<file path="config.mk">
export PLATFORM = sky130hd
export DESIGN_NAME = bcte_front
export DESIGN_NICKNAME = d
export VERILOG_FILES = /design/src/rtl/core/bcte_pkg.sv /design/src/rtl/core/bcte_front.sv
export SDC_FILE = /design/constraint.sdc
export NUM_CORES = 1
export LEC_CHECK = 0
export BUFFER_PORTS_ARGS = -buffer_cell sky130_fd_sc_hd__buf_2
export CAP_MARGIN = 20
export CORE_UTILIZATION = 45
export DETAILED_ROUTE_END_ITERATION = 10
export PLACE_DENSITY = 0.7
export REMOVE_ABC_BUFFERS = 1
export SLEW_MARGIN = 20
export SYNTH_ARGS = -nofsm -noshare
export SYNTH_HDL_FRONTEND = slang
export SYNTH_SLANG_ARGS = --single-unit
</file>
<file path="constraint.sdc">
create_clock -name clk -period 9.76 [get_ports clk]
set_input_delay 1.464 -clock clk [delete_from_list [all_inputs] [get_ports clk]]
set_output_delay 1.464 -clock clk [all_outputs]
set_load 0.02 [all_outputs]
</file>
<file path="src/rtl/core/bcte_pkg.sv">
// bcte_pkg: shared types and constants of the block cache tag engine
// no dependencies
package bcte_pkg;

	localparam int unsigned Entries    = 16;
	localparam int unsigned IdxW       = $clog2(Entries);
	localparam int unsigned EntryBytes = 65536;
	localparam int unsigned QDepth     = 2;

	typedef enum logic [1:0] {
		CMD_LOOKUP = 2'd0,
		CMD_FILL   = 2'd1,
		CMD_WRITE  = 2'd2,
		CMD_INVALL = 2'd3
	} cmd_t;

	// classified request handed from front to back
	typedef struct packed {
		cmd_t        cmd;
		logic [7:0]  device_id;
		logic [63:0] start_sector;
		logic [31:0] sector_total;
		logic        fits;
		logic        start_ovf;
	} req_t;

	typedef struct packed {
		logic       hit;
		logic       cacheable;
		logic [3:0] entry_index;
		logic [4:0] invalidated;
	} rsp_t;

endpackage

</file>
<file path="src/rtl/core/bcte_front.sv">
// bcte_front: accepts requests, computes size fit and range overflow, queues them
// depends on bcte_pkg
module bcte_front import bcte_pkg::*; (
	input  logic        clk,
	input  logic        arst_n,
	input  logic        push,
	output logic        full,
	input  logic [1:0]  cmd,
	input  logic [7:0]  device_id,
	input  logic [63:0] start_sector,
	input  logic [31:0] sector_total,
	input  logic [15:0] sector_bytes,
	output logic        req_valid,
	output req_t        req,
	input  logic        req_take
);

	req_t                 mem_q [QDepth];
	logic [0:0]           wr_q, rd_q;
	logic [1:0]           cnt_q;
	logic [47:0]          prod;
	req_t                 cls;

	// classify the incoming request
	always_comb begin
		prod              = 48'(sector_total) * 48'(sector_bytes);
		cls.cmd           = cmd_t'(cmd);
		cls.device_id     = device_id;
		cls.start_sector  = start_sector;
		cls.sector_total  = sector_total;
		cls.fits          = (sector_total != '0) && (sector_bytes != '0) &&
		                    (prod <= 48'(EntryBytes));
		cls.start_ovf     = start_sector > (64'hFFFF_FFFF_FFFF_FFFF - 64'(sector_total));
	end

	assign full      = (cnt_q == 2'(QDepth));
	assign req_valid = (cnt_q != '0);
	assign req       = mem_q[rd_q];

	// queue storage
	always_ff @(posedge clk) begin
		if (push && !full) mem_q[wr_q] <= cls;
	end

	// queue pointers
	always_ff @(posedge clk or negedge arst_n) begin
		if (!arst_n) begin
			wr_q  <= '0;
			rd_q  <= '0;
			cnt_q <= '0;
		end else begin
			if (push && !full) wr_q <= wr_q + 1'b1;
			if (req_take) rd_q <= rd_q + 1'b1;
			cnt_q <= cnt_q + 2'(push && !full) - 2'(req_take);
		end
	end

endmodule

</file>
# Word-level counts from Yosys, hierarchy flattened
# Memory sizes are Yosys's and may differ from the RTL's.
# Cells that the tools add are included.
op_classes:
  n_addsub: 5
  div_mod_pow: 0
  magnitude_cmp: 2
  n_mux: 2
  mul: 1
  reduce_logical: 7
  eq_ne: 1
  n_shift: 0
  bitwise_logic: 0
op_table:
  columns: ["operator", "count"]
  rows:
  - ["$gt 64x64->1", 1]
  - ["$le 48x17->1 const B", 1]
  - ["$mul 32x16->48", 1]
  - ["$sub 1x33->34 const A", 1]
  - ["$reduce_bool 32->1", 1]
  - ["$reduce_bool 16->1", 1]
  - ["$logic_and 1x1->1", 3]
  - ["$add 1x1->1 const B", 2]
  - ["$add 2x1->2", 1]
  - ["$eq 2x2->1 const B", 1]
  - ["$mux 1", 2]
  - ["$reduce_bool 2->1", 1]
  - ["$sub 2x1->2", 1]
  - ["$logic_not 1->1", 1]
totals:
  romBits: 0
  reg_bits: 4
  ram_bits: 216
  n_memories: 1
  output_inout_bits: 110
  inputBits: 126
  word_cells: 22
  latch_bits: 0
memory_table:
  columns: ["memory", "words", "width", "read_ports", "rd_clocked_by_memory_dff", "write_ports", "line", "rtl"]
  rows:
  - ["mem_q", 2, 108, 1, 0, 1, "bcte_front.sv:18", "req_t mem_q [QDepth];"]

# Longest topological paths before layout
logic_depth:
  depth_word: 5
  depth_mapped: 26

# Worst setup path before layout
# No wires, ideal clock.
synth_timing:
  path_type: "input-to-reg"
  from: "input sector_total[21]"
  to: "memory mem_q[0][1] (netlist name) (data pin)"
  path_buffers: 2
  arrival_time_ns: 7.705
  setup_slack_ns: 1.858
  path_stages: 23
  setup_ns: 0.197
  path_cell_list: "clkbuf_1 clkbuf_1 nand2_1 fa_1 inv_1 fa_1 inv_1 fa_1 inv_1 fa_1 fa_1 fa_1 ha_1 a21oi_1 o21bai_1 a221oi_1 nor3_1 a221o_1 or3_1 a22o_1 nor4_2 nand4_1 nor4_1"
synth_rtl:
  columns: ["element", "line", "rtl"]
  rows:
  - ["start, declared", "bcte_front.sv:11", "input logic [31:0] sector_total,"]
  - ["end, declared", "bcte_front.sv:18", null]

==> impl_metrics.json <==
{
  "result_of_the_run": "completed",
  "hold_viol": 0,
  "cts_setup_buffers": 0,
  "synth_area_per_cell_um2": 10.5,
  "antenna_violations_before_repair": 1,
  "layout_min_cycle_time_ps": 8770,
  "antennaDiodeCount": 0,
  "synthTopCellsByCount": "sky130_fd_sc_hd__inv_1, sky130_fd_sc_hd__fa_1, sky130_fd_sc_hd__nand2_1, sky130_fd_sc_hd__edfxtp_1, sky130_fd_sc_hd__and2_1",
  "post-route-period-util_pct": 89.9,
  "dp_hpwl_mm": 51.4,
  "antenna_violating_nets_post_route": 0,
  "startpoint": "sector_bytes[3]",
  "critical_path.slowest_cell": "sky130_fd_sc_hd__buf_2",
  "cp_slowest_stage_delay_ps": 590,
  "drt_drc_violations_left": 0,
  "worst-endpoint-arrival_ps": 9070,
  "grt_first_pass_wirelength_mm": 109,
  "nNetsFinal": 3294,
  "setup_total_negative_slack_ps": 0,
  "clock_insertion_delay_at_the_later_pin_of_the_skew_report_ps": 550,
  "synthDistinctLibCells": 76,
  "netlist_area_mm2": 0.0255,
  "cp.depth": 23,
  "synth-seq-area-share_pct": 25.8,
  "buffer_ports.inserted": 235,
  "area_of_the_die_mm2": 0.0576,
  "criticalPathCategory": "in -> reg",
  "tritoncts": "built",
  "hold_path_depth": 1,
  "hold_class": "reg -> reg",
  "asr_flop_ratio_synth_pct": 1.82,
  "cts.htree.levels": 1,
  "skew_ps": 49.0,
  "grt_usage_pct": 24.8,
  "io_pins": 236,
  "core_region_area_mm2": 0.0555,
  "worstSetupStartpointType": "input port",
  "synth.ff_latch_count": 220,
  "cts_repair_resize_count": 0,
  "worst_slew_margin_rel_pct": 29.3,
  "cp_bufs_invs": 5,
  "initial_core_utilization_pct": 45.9,
  "maxCapViolations": 0,
  "drt_first_pass_iters": 5,
  "drive_gt1_share_pct": 16.3,
  "path_clk_slew_ps": 100,
  "crit_family": "adder cells",
  "yosys_most_used_dff": "sky130_fd_sc_hd__edfxtp_1",
  "clock_path_buffers": 3,
  "r2r.worst_path.cells": 5,
  "route.vias.total": 18200,
  "vias_per_cell": 5.42,
  "cts_buf_count": 22,
  "path_max_fanout": 25,
  "hold_buffers": 0,
  "crit_path_end": "mem_q[0][1]",
  "globalRouteOverflowTotal": 0,
  "regArea_mm2": 0.00659,
  "r2r_end": "mem_q[0][19]",
  "clockRootBuffer": "sky130_fd_sc_hd__clkbuf_16",
  "critical_path.cell_chain": "buf_2 > buf_4 > nand2_1 > fa_1 > inv_1 > fa_1 > inv_1 > fa_1 > inv_1 > fa_1 > fa_1 > fa_1 > ha_1 > a21oi_1 > o21bai_1 > a221oi_1 > nor3_1 > a221o_1 > or3_1 > a22o_1 > nor4_2 > nand4_1 > nor4_1",
  "die_width_um": 240,
  "tightestPinTransition_ps": 1060,
  "post-synth-top-area-cell": "sky130_fd_sc_hd__fa_1",
  "synth-edff-count": 216,
  "synthToLayoutAreaGrowth_pct": 10.6,
  "fp.dieH_um": 240,
  "finalHoldWorstSlack_ps": 498,
  "r2r_slack_ps": 7190,
  "multi_input_area_mm2": 0.0168,
  "wl_mm": 69.4,
  "final-setup-viol-count": 0,
  "critical_path.reg2reg.startpoint": "cnt_q[1]",
  "clock_sinks": 220,
  "grt_start_max_net_pins": 75,
  "routed_wire_length_per_instance_um": 20.7,
  "timing.critical_path.to_type": "register",
  "finalMaxSlewViolations": 0,
  "synthesis.instances": 2428,
  "synth_top_cells_by_area": "sky130_fd_sc_hd__fa_1, sky130_fd_sc_hd__edfxtp_1, sky130_fd_sc_hd__ha_1",
  "drt_iter0_drc": 1103,
  "vias_in_the_first_global_route": 19600,
  "n_fill_cell": 4984,
  "grt_setup_unrepaired": "no",
  "placement_rows": 86,
  "path_common_cell": "sky130_fd_sc_hd__fa_1",
  "critical_path_required_ps": 10050,
  "area_share_of_the_largest_cell_type_after_synthesis_pct": 32.8,
  "synthesis.yosys.warnings": 0,
  "fmaxAchievable_ghz": 0.114,
  "synthMostInstantiatedCell": "sky130_fd_sc_hd__inv_1",
  "gp_routability_congestion": 0.930
}
-- stage by stage --
| step | area [um2] | std cells | utilization [%] | setup WS [ps] |
|---|---|---|---|---|
| 2_1_floorplan | 25000 | 2312 | - | 2110 |
| 5_1_grt | 28200 | 3360 | 50.7 | 702 |
| 6_report | 28200 | 3360 | 50.7 | 988 |
| 4_1_cts | 28200 | 3360 | 50.7 | 1090 |
| 3_5_place_dp | 27300 | 3320 | 49.2 | 542 |
| 3_3_place_gp | 27300 | 3320 | 49.2 | 723 |
-- flip-flops by register name, summed over array words and instances, names as in the netlist --
register	cells
wr_q	1
rd_q	1
cnt_q	2
mem_q	216
-- worst min path at each step --
stage	startpoint	to	slack (ps)
4_1_cts	cnt_q[1]	cnt_q[1]	500
3_3_place_gp	cnt_q[1]	cnt_q[1]	480
2_1_floorplan	wr_q	wr_q	460
3_5_place_dp	cnt_q[1]	cnt_q[1]	490
5_1_grt	cnt_q[1]	cnt_q[1]	520
6_report	cnt_q[1]	cnt_q[1]	500
-- cell families (layout without fill, tap and decap cells) --
| group | Yosys count | in the layout | share of synthesized area (%) |
|---|---|---|---|
| and+or+nand+nor | 721 | 721 | 13.8 |
| xor gates and xnor gates | 31 | 31 | 1.07 |
| buffers and inverters | 555 | 739 | 8.25 |
| DFF | 220 | 220 | 25.8 |
| AOI/OAI and AO/OA | 216 | 216 | 5.68 |
| muxes | 113 | 113 | 4.98 |
| adders and majority gates | 572 | 572 | 40.4 |
-- cell usage in the layout, fill, tap and decap left out, types with 3 or more instances in the layout --
cell type,count
sky130_fd_sc_hd__and3_1,4
sky130_fd_sc_hd__o21bai_1,7
sky130_fd_sc_hd__clkinv_2,3
sky130_fd_sc_hd__o31ai_1,4
sky130_fd_sc_hd__or3_1,4
sky130_fd_sc_hd__nand4_1,32
sky130_fd_sc_hd__mux2_2,110
sky130_fd_sc_hd__nand2b_1,9
sky130_fd_sc_hd__and2_1,190
sky130_fd_sc_hd__edfxtp_1,216
sky130_fd_sc_hd__nor2b_1,7
sky130_fd_sc_hd__bufinv_16,7
sky130_fd_sc_hd__nand2_1,366
sky130_fd_sc_hd__a21oi_1,71
sky130_fd_sc_hd__nor4_1,18
sky130_fd_sc_hd__nor2_1,35
sky130_fd_sc_hd__clkbuf_16,22
sky130_fd_sc_hd__a21boi_0,6
sky130_fd_sc_hd__mux2i_1,3
sky130_fd_sc_hd__dfrtp_1,3
sky130_fd_sc_hd__a2111oi_0,3
sky130_fd_sc_hd__nand3_1,18
sky130_fd_sc_hd__a211oi_1,4
sky130_fd_sc_hd__o21ai_0,33
sky130_fd_sc_hd__xnor2_1,21
sky130_fd_sc_hd__a31oi_1,3
sky130_fd_sc_hd__fa_1,418
sky130_fd_sc_hd__inv_1,439
sky130_fd_sc_hd__buf_4,25
sky130_fd_sc_hd__clkinv_1,4
sky130_fd_sc_hd__buf_2,235
sky130_fd_sc_hd__a21o_1,26
sky130_fd_sc_hd__o211ai_1,12
sky130_fd_sc_hd__o21a_1,13
sky130_fd_sc_hd__xor2_1,10
sky130_fd_sc_hd__ha_1,154
sky130_fd_sc_hd__nor3_1,17
-- per-layer routing --
| metal | GRT usage, % | wire [um] | part of all wire [%] | vias up |
|---|---|---|---|---|
| met5 | 0 | 11 | 0.016 | - |
| met1 | 31.8 | 27900 | 40 | 9346 |
| met2 | 42.8 | 34300 | 49 | 696 |
| met3 | 3.85 | 5020 | 7.2 | 107 |
| met4 | 8.32 | 2180 | 3.1 | 2 |
| li1 | - | - | - | 8061 |
-- layout make-up --
type	count	share of cell area (%)
clock inverter	18	1.01
sequential	220	23.4
inverter	439	5.85
timing repair buffer	260	4.84
tap	748	3.32
clock buffer	22	1.95
multi-input combinational	1653	59.6
Power is left out: the tool's default activity adds up to more than one toggle a clock period on the data nets, which glitch-free logic cannot reach.
