<file path="src/rtl/core/bcte_pkg.sv">
// bcte_pkg: shared types and constants of the block cache tag engine
// no dependencies
package bcte_pkg;

	localparam int unsigned Entries    = 16;
	localparam int unsigned IdxW       = $clog2(Entries);
	localparam int unsigned EntryBytes = 65536;
	localparam int unsigned QDepth     = 2;

	typedef enum logic [1:0] {
		CMD_LOOKUP = 2'd0,
		CMD_FILL   = 2'd1,
		CMD_WRITE  = 2'd2,
		CMD_INVALL = 2'd3
	} cmd_t;

	// classified request handed from front to back
	typedef struct packed {
		cmd_t        cmd;
		logic [7:0]  device_id;
		logic [63:0] start_sector;
		logic [31:0] sector_total;
		logic        fits;
		logic        start_ovf;
	} req_t;

	typedef struct packed {
		logic       hit;
		logic       cacheable;
		logic [3:0] entry_index;
		logic [4:0] invalidated;
	} rsp_t;

endpackage

</file>
<file path="src/rtl/core/bcte_back.sv">
// bcte_back: scans the tag store one entry per cycle and executes commands
// depends on bcte_pkg
module bcte_back import bcte_pkg::*; (
	input  logic clk,
	input  logic arst_n,
	input  logic req_valid,
	input  req_t req,
	output logic req_take,
	output logic empty,
	input  logic pop,
	output rsp_t rsp
);

	typedef enum logic [3:0] {
		ST_IDLE = 4'b0001,
		ST_SCAN = 4'b0010,
		ST_DONE = 4'b0100,
		ST_OUT  = 4'b1000
	} state_t;

	state_t            state_q;
	logic [Entries-1:0] valid_q;
	logic [7:0]        dev_q   [Entries];
	logic [63:0]       start_q [Entries];
	logic [31:0]       count_q [Entries];
	logic [63:0]       age_q   [Entries];
	logic [63:0]       clock_q;
	req_t              cur_q;
	logic [IdxW-1:0]   idx_q;
	logic              found_q;
	logic [IdxW-1:0]   best_q;
	logic [63:0]       best_age_q;
	logic              inv_found_q;
	logic [4:0]        ninv_q;
	rsp_t              rsp_q;
	logic              last;
	logic              tag_hit;
	logic              overlap;
	logic [63:0]       a_end, b_end;

	assign last     = (idx_q == IdxW'(Entries - 1));
	assign req_take = (state_q == ST_IDLE) && req_valid;
	assign empty    = (state_q != ST_OUT);
	assign rsp      = rsp_q;

	// compare of the current entry against the request
	always_comb begin
		tag_hit = valid_q[idx_q] && dev_q[idx_q] == cur_q.device_id &&
		          start_q[idx_q] == cur_q.start_sector &&
		          count_q[idx_q] == cur_q.sector_total;
		a_end   = start_q[idx_q] + 64'(count_q[idx_q]);
		b_end   = cur_q.start_sector + 64'(cur_q.sector_total);
		overlap = valid_q[idx_q] && dev_q[idx_q] == cur_q.device_id &&
		          ((start_q[idx_q] > 64'hFFFF_FFFF_FFFF_FFFF - 64'(count_q[idx_q])) ||
		           cur_q.start_ovf ||
		           (start_q[idx_q] < b_end && cur_q.start_sector < a_end));
	end

	// tag payload store
	always_ff @(posedge clk) begin
		if (state_q == ST_SCAN && cur_q.cmd == CMD_LOOKUP && cur_q.fits &&
		    !found_q && tag_hit) begin
			age_q[idx_q] <= clock_q + 64'd1;
		end
		if (state_q == ST_DONE && cur_q.cmd == CMD_FILL && cur_q.fits) begin
			dev_q[best_q]   <= cur_q.device_id;
			start_q[best_q] <= cur_q.start_sector;
			count_q[best_q] <= cur_q.sector_total;
			age_q[best_q]   <= clock_q + 64'd1;
		end
		if (state_q == ST_SCAN && cur_q.cmd == CMD_INVALL) begin
			dev_q[idx_q]   <= '0;
			start_q[idx_q] <= '0;
			count_q[idx_q] <= '0;
			age_q[idx_q]   <= '0;
		end
		if (req_take) cur_q <= req;
	end

	// sequencer, valid bits and scan bookkeeping
	always_ff @(posedge clk or negedge arst_n) begin
		if (!arst_n) begin
			state_q     <= ST_IDLE;
			valid_q     <= '0;
			clock_q     <= '0;
			idx_q       <= '0;
			found_q     <= 1'b0;
			best_q      <= '0;
			best_age_q  <= '0;
			inv_found_q <= 1'b0;
			ninv_q      <= '0;
			rsp_q       <= '0;
		end else begin
			unique case (state_q)
				ST_IDLE: begin
					if (req_valid) begin
						state_q     <= ST_SCAN;
						idx_q       <= '0;
						found_q     <= 1'b0;
						best_q      <= '0;
						inv_found_q <= 1'b0;
						ninv_q      <= '0;
					end
				end
				ST_SCAN: begin
					case (cur_q.cmd)
						CMD_LOOKUP: begin
							if (cur_q.fits && !found_q && tag_hit) begin
								found_q <= 1'b1;
								best_q  <= idx_q;
								clock_q <= clock_q + 64'd1;
							end
						end
						CMD_FILL: begin
							if (!inv_found_q) begin
								if (!valid_q[idx_q]) begin
									inv_found_q <= 1'b1;
									best_q      <= idx_q;
								end else if (idx_q == '0 || age_q[idx_q] < best_age_q) begin
									best_q     <= idx_q;
									best_age_q <= age_q[idx_q];
								end
							end
						end
						CMD_WRITE: begin
							if (overlap) begin
								valid_q[idx_q] <= 1'b0;
								ninv_q         <= ninv_q + 5'd1;
							end
						end
						default: begin
							if (valid_q[idx_q]) ninv_q <= ninv_q + 5'd1;
							valid_q[idx_q] <= 1'b0;
						end
					endcase
					if (last) state_q <= ST_DONE;
					else      idx_q   <= idx_q + 1'b1;
				end
				ST_DONE: begin
					rsp_q.cacheable   <= cur_q.fits && cur_q.cmd != CMD_INVALL;
					rsp_q.hit         <= cur_q.cmd == CMD_LOOKUP && found_q;
					rsp_q.invalidated <= (cur_q.cmd == CMD_WRITE || cur_q.cmd == CMD_INVALL)
					                     ? ninv_q : 5'd0;
					rsp_q.entry_index <= '0;
					if ((cur_q.cmd == CMD_LOOKUP && found_q) ||
					    (cur_q.cmd == CMD_FILL && cur_q.fits)) begin
						rsp_q.entry_index <= 4'(best_q);
					end
					if (cur_q.cmd == CMD_FILL && cur_q.fits) begin
						valid_q[best_q] <= 1'b1;
						clock_q         <= clock_q + 64'd1;
					end
					if (cur_q.cmd == CMD_INVALL) clock_q <= '0;
					state_q <= ST_OUT;
				end
				ST_OUT: begin
					if (pop) state_q <= ST_IDLE;
				end
				default: state_q <= ST_IDLE;
			endcase
		end
	end

endmodule

</file>
<file path="config.mk">
export PLATFORM = sky130hd
export DESIGN_NAME = bcte_back
export DESIGN_NICKNAME = d
export VERILOG_FILES = /design/src/rtl/core/bcte_pkg.sv /design/src/rtl/core/bcte_back.sv
export SDC_FILE = /design/constraint.sdc
export NUM_CORES = 2
export LEC_CHECK = 0
export BUFFER_PORTS_ARGS = -buffer_cell sky130_fd_sc_hd__buf_2
export CELL_PAD_IN_SITES_DETAIL_PLACEMENT = 1
export CELL_PAD_IN_SITES_GLOBAL_PLACEMENT = 2
export CORE_MARGIN = 2
export CORE_UTILIZATION = 25
export DETAILED_ROUTE_END_ITERATION = 8
export HOLD_SLACK_MARGIN = 0.05
export PLACE_DENSITY_LB_ADDON = 0.1
export SYNTH_ARGS = -nofsm -noshare
export SYNTH_HDL_FRONTEND = slang
export SYNTH_SLANG_ARGS = --single-unit
</file>
<file path="constraint.sdc">
create_clock -name clk -period 9.7 [get_ports clk]
set_input_delay 1.455 -clock clk [delete_from_list [all_inputs] [get_ports clk]]
set_output_delay 1.455 -clock clk [all_outputs]
set_load 0.03 [all_outputs]
</file>
* Word-level counts from Yosys, hierarchy flattened
Memory sizes are Yosys's and may differ from the RTL's.
Cells that the tools add are included.
** Storage, ports and cells
- Bits in registers :: 282
- Bits in writable memories :: 2688
- Bits of input ports :: 112
- Output and inout bits :: 13
- Word-level logic and storage cells :: 177
- Memories kept :: 4
** Memory list
- age_q :: words 16, width 64, rd ports 1, clocked after memory_dff 0, wr ports 1, line bcte_back.sv:26 : logic [63:0] age_q [Entries];
- start_q :: words 16, width 64, rd ports 1, clocked after memory_dff 0, wr ports 1, line bcte_back.sv:24 : logic [63:0] start_q [Entries];
- count_q :: words 16, width 32, rd ports 1, clocked after memory_dff 0, wr ports 1, line bcte_back.sv:25 : logic [31:0] count_q [Entries];
- dev_q :: words 16, width 8, rd ports 1, clocked after memory_dff 0, wr ports 1, line bcte_back.sv:23 : logic [7:0] dev_q [Entries];
** Cells by class
- Add/subtract/negate cells :: 6
- Order comparisons :: 8
- Equal/unequal tests :: 29
- Muxes and demuxes :: 62
- Bitwise operators :: 5
- Reductions and logical operators :: 44
** Operator list (number)
- $mux 64 :: 7
- $lt 64x64->1 :: 3
- $add 64x32->64 :: 2
- $pmux 64 s2 :: 1
- $reduce_or 64->1 :: 2
- $add 64x1->64 const B :: 1
- $eq 64x64->1 :: 1
- $gt 64x64->1 :: 1
- $pmux 16 s2 :: 2
- $mux 4 :: 14
- $sub 1x33->34 const A :: 1
- $eq 32x32->1 :: 1
- $mux 16 :: 2
- $mux 32 :: 1
- $reduce_or 32->1 :: 1
- $pmux 4 s2 :: 3
- $logic_and 1x1->1 :: 20
- $mux 5 :: 4
- $pmux 5 s2 :: 2
- $mux 1 :: 19
- $and 16x16->16 :: 1
- $not 16->16 :: 1
- $or 16x16->16 :: 1
- $pmux 4 s4 :: 1
- 33 further kinds :: 62

* Logic depth before layout (Yosys ltp)
- Depth in word-level cells :: 10
- Mapped depth :: 37
- Gate-level depth less buffers :: 29

* Worst setup path after synthesis
No wires, ideal clock.
- Path type :: register -> register
- Start point :: reg idx_q[0]
- End point :: mem count_q[4][0], enable pin
- Library setup time :: 0.719 ns
- Data arrival time :: 9.457 ns
- Data required time :: 8.981 ns
- Path slack :: -0.476 ns
- Stages on the path, launching flop included :: 10
- Path buffers :: 6
- Clock period less this slack :: 10.176 ns
- Cell sequence :: dfrtp_1 buf_6 buf_6 buf_6 buf_6 nor2_1 buf_2 buf_1 nor2_1 o31ai_1
** On the way
- Word-level cells in the longest chain between the ends :: 1
** RTL lines
- from (decl) :: line bcte_back.sv:29 : logic [IdxW-1:0] idx_q;
- from (signal assigned) :: line bcte_back.sv:137 : else idx_q <= idx_q + 1'b1;
- $mux 4 (no source line)
- to (decl) :: line bcte_back.sv:25
No other way between the ends.

* Worst setup path after layout
- Start point :: reg idx_q[3]
- End point :: reg ninv_q[3]
** On the way
- Word-level cells in the longest chain between the ends :: 8
- Elaborated cells between the ends (all ways) :: 19
- Those cells by class :: add/sub (2); order compare (3); eq/ne (3); mux (2); reduce/logical (6); memory (3)
** RTL lines
- $mem_v2 16x64 or $mem_v2 16x32 (tied branches)
- $add 64x32->64 or $sub 1x33->34 (tied branches) :: line bcte_back.sv:51, bcte_back.sv:54
- $lt 64x64->1 or $gt 64x64->1 (tied branches) :: line bcte_back.sv:56, bcte_back.sv:54
- $logic_and 1x1->1 or $logic_or 1x1->1 (tied branches) :: line bcte_back.sv:56, bcte_back.sv:54
- $logic_or 1x1->1 :: line bcte_back.sv:55 : cur_q.start_ovf ||
- $logic_and 1x1->1 :: line bcte_back.sv:53 : overlap = valid_q[idx_q] && dev_q[idx_q] == cur_q.device_id &&
- $ne 3x3->1 (no source line)
- $reduce_and 5->1 (no source line) *
- to (signal assigned) :: line bcte_back.sv:128 : ninv_q <= ninv_q + 5'd1;
- to (signal assigned) :: line bcte_back.sv:132 : if (valid_q[idx_q]) ninv_q <= ninv_q + 5'd1;
- to (decl) :: line bcte_back.sv:34 : logic [4:0] ninv_q;
Every way passes the cells marked *; elsewhere a longest branch is shown, timed or not. The select of a mux whose other input is x is not followed.
A chain may end at the register's enable or synchronous reset.

==> summary.md <==
| Metric | Value |
|---|---|
| Syn Nets | `7762` |
| CTS tree | `yes` |
| Total CTS buffers | `363` |
| Crit. End Element | `register` |
| Core Box Area | `513000 um^2` |
| Synth warn | `0` |
| Critical Path Slowest Stage Cell | `dfrtp_4` |
| TritonRoute pass-1 iters | `6` |
| CTS H-tree lvls | `5` |
| First-pass GRT wire length | `695000 um` |
| Switch Pwr | `14000 uW` |
| Fmax | `107 MHz` |
| Gr ovfl total | `0` |
| Internal | `26800 uW` |
| Vias per Instance | `4.92` |
| Fin. Hold Viols | `0` |
| WL final | `510000 um` |
| Post-DP HPWL | `336000 um` |
| Yosys reg bits | `2970` |
| Startpoint Class | `register` |
| Rows | `263` |
| Commonest non-fill, non-tap cell in the layout | `edfxtp_1` |
| Number of global-route vias before repair | `78300` |
| Maximum clock insertion buffer count | `4` |
| Largest net degree at the start of global routing | `103` |
| Syn avg cell area | `17.4 um^2` |
| Slew Viols, Final | `0` |
| Root Buffer | `clkbuf_16` |
| WS Path Type | `register to register` |
| Finished Layout Cells | `15000` |
| Worst Path Arrival | `10.21 ns` |
| Final Cell Area | `153000 um^2` |
| Mapped Cells | `7388` |
| Die area | `520000 um^2` |
| Layout net count | `8277` |
| Worst R2R Setup Slack | `0.37 ns` |
| Routed length per instance | `34.1 um` |
| Fin crit share | `0.962` |
| CP most frequent cell | `buf_4` |
| DRT iter0 DRCs | `6026` |
| WP data required | `10.58 ns` |
| Post-synth EDFFs | `2796` |
| Combinational fraction of design power | `0.297` |
| Leak | `0.0487 uW` |
| Commonest non-fill, non-tap cells in the layout | `edfxtp_1 (2796), mux4_2 (690), nand2_1 (397)` |
| Vias after detailed routing | `73700` |
| Die width | `721 um` |
| Cell Pwr Density | `267 nW/um^2` |
| Crit path time final | `9.33 ns` |
| DRC | `0` |
| FFs w/ async S/R, synth | `0.0586` |
| Seq/Total Area, Yosys | `0.687` |
| GP Congestion | `0.871` |
| Worst skew pair latency | `0.98 ns` |
| Synth unique cells | `89` |
| Die height | `721 um` |
| Port Buffer Count | `124` |
| Post-DP Area | `141000 um^2` |
| Status | `finished clean` |
| Seq pwr share | `0.368` |
| Clk pwr share | `0.335` |
| Worst-path clk slew | `0.06 ns` |
| Clk_skew | `0.0983 ns` |
| Max Cap Viol | `0` |
| Max incr delay on CP | `0.75 ns` |
| # setup viols final | `0` |
| Pwr Total | `40800 uW` |
| Net Sw Frac | `0.342` |
| Worst-margin pin slew | `1.28 ns` |
| Share of layout cells above drive strength 1 | `0.231` |
| DRT antenna net count | `0` |
| Syn-to-layout area delta | `18.9%` |
| Initial antenna violation count | `56` |
| Crit-path max FO | `20` |
| Placed insts | `14300` |
| Max_slew headroom | `0.120` |
| Total GRT Usage | `0.193` |
| Worst min path class | `register to register` |
| IO Pins | `125` |
| Top_reg_cell synth | `edfxtp_1` |
| Starting Density | `0.251` |
| Maximum vdd ir drop | `0.000193 V` |
| Synthesized cell area | `129000 um^2` |
| CTS Sinks | `2970` |
[power groups by stage]
stage / registers (uW) / logic [uW] / clock network, uW
finish: 15000 / 12100 / 13700
global route: 15000 / 12900 / 14500
CTS: 15000 / 12200 / 14100
detailed placement: 15300 / 12200 / 0
global placement: 15300 / 12200 / 0
floorplan: 15000 / 6950 / 0
[metrics by stage]
| stage | setup WS (ns) | utilization | setup TNS, ns | hold WS, ns |
|---|---|---|---|---|
| floorplan | 0.846 | - | 0 | 0.470 |
| global placement | -0.627 | 0.275 | -11.70 | 0.479 |
| detailed placement | -0.636 | 0.275 | -10.87 | 0.489 |
| CTS | 0.0673 | 0.298 | 0 | 0.496 |
| global route | -0.00184 | 0.298 | -0.00184 | 0.516 |
| finish | 0.366 | 0.298 | 0 | 0.493 |
[Yosys cell counts, types with 63 or more instances]
cell type	count	share of area
and3_1	84	0.0041
ha_1	260	0.025
a21o_1	110	0.0064
mux2i_1	311	0.024
dfrtp_1	173	0.034
and2_1	83	0.0040
buf_2	76	0.0030
a21oi_1	202	0.0079
mux4_2	690	0.12
nand4_1	87	0.0042
o21ai_0	212	0.0083
nor2_1	276	0.0081
clkbuf_1	182	0.0053
mux2_2	63	0.0055
edfxtp_1	2796	0.65
nand2_1	397	0.012
nor3_1	85	0.0033
xnor2_1	159	0.011
nand3_1	126	0.0049
xor2_1	130	0.0089
inv_1	168	0.0049
[what timing repair did]
item                                    CTS  global route
endpoints found under the setup margin   21            21
gates resized for setup                   3            11
setup buffers                             1             0
hold buffers                              0             0
pin swaps                                 0             0
[area by class of cell]
class	count	area (um^2)
fillers	52500	360000
clock inverters	204	2200
flip-flops and latches	2970	88300
repair buffers	517	5210
multi-input cells	3877	38200
inverters	174	681
well taps	6757	8450
clock buffers	460	9690
diodes	22	55.1
[layer usage]
| metal | vias up | GRT usage | part of all wire |
|---|---|---|---|
| met5 | - | 0 | 0.000027 |
| met1 | 40500 | 0.267 | 0.45 |
| met2 | 1756 | 0.323 | 0.48 |
| met4 | 4 | 0.0441 | 0.025 |
| met3 | 559 | 0.0256 | 0.043 |
| li1 | 30800 | - | - |
[cell families (layout without fill, tap and decap cells)]
kind of cell | Yosys count | count (layout) | synth area share
AOI/OAI and AO/OA | 949 | 949 | 0.0478
xor gates and xnor gates | 289 | 289 | 0.0197
adders and majority gates | 262 | 262 | 0.0256
buffers and inverters | 541 | 1355 | 0.0193
DFF | 2970 | 2970 | 0.687
muxes | 1065 | 1065 | 0.151
other | 0 | 22 | 0
and+or+nand+nor | 1312 | 1312 | 0.0498
[flip-flops by register name, indices dropped and copies added, names as in the netlist]
name / flops
age_q: 1024
best_age_q: 64
best_q: 4
clock_q: 64
count_q: 512
cur_q: 108
dev_q: 128
found_q: 1
idx_q: 4
inv_found_q: 1
ninv_q: 5
rsp: 11
start_q: 1024
state_q: 4
valid_q: 16
[path summary, 6_finish.rpt]
kind,depth (start not counted),end,start
worst max-delay path,35,ninv_q[3],idx_q[3]
worst min-delay path,1,clock_q[63],clock_q[63]
worst max register to register,35,ninv_q[3],idx_q[3]
worst min register to register,1,clock_q[63],clock_q[63]
max in group asynchronous,2,clock_q[56],arst_n
min in group asynchronous,1,best_age_q[18],arst_n
[critical path: cells and delay by family, from the launching register on]
family	cells	cell delay, ns
flip-flops	1	0.75
AND/OR/NAND/NOR	9	2.68
XOR/XNOR	1	0.10
AO/OA/AOI/OAI	14	3.10
buffers and inverters	7	1.37
multiplexers	2	0.53
adder cells (fa/ha/maj)	2	0.61
(Power assumes the default switching activity.)
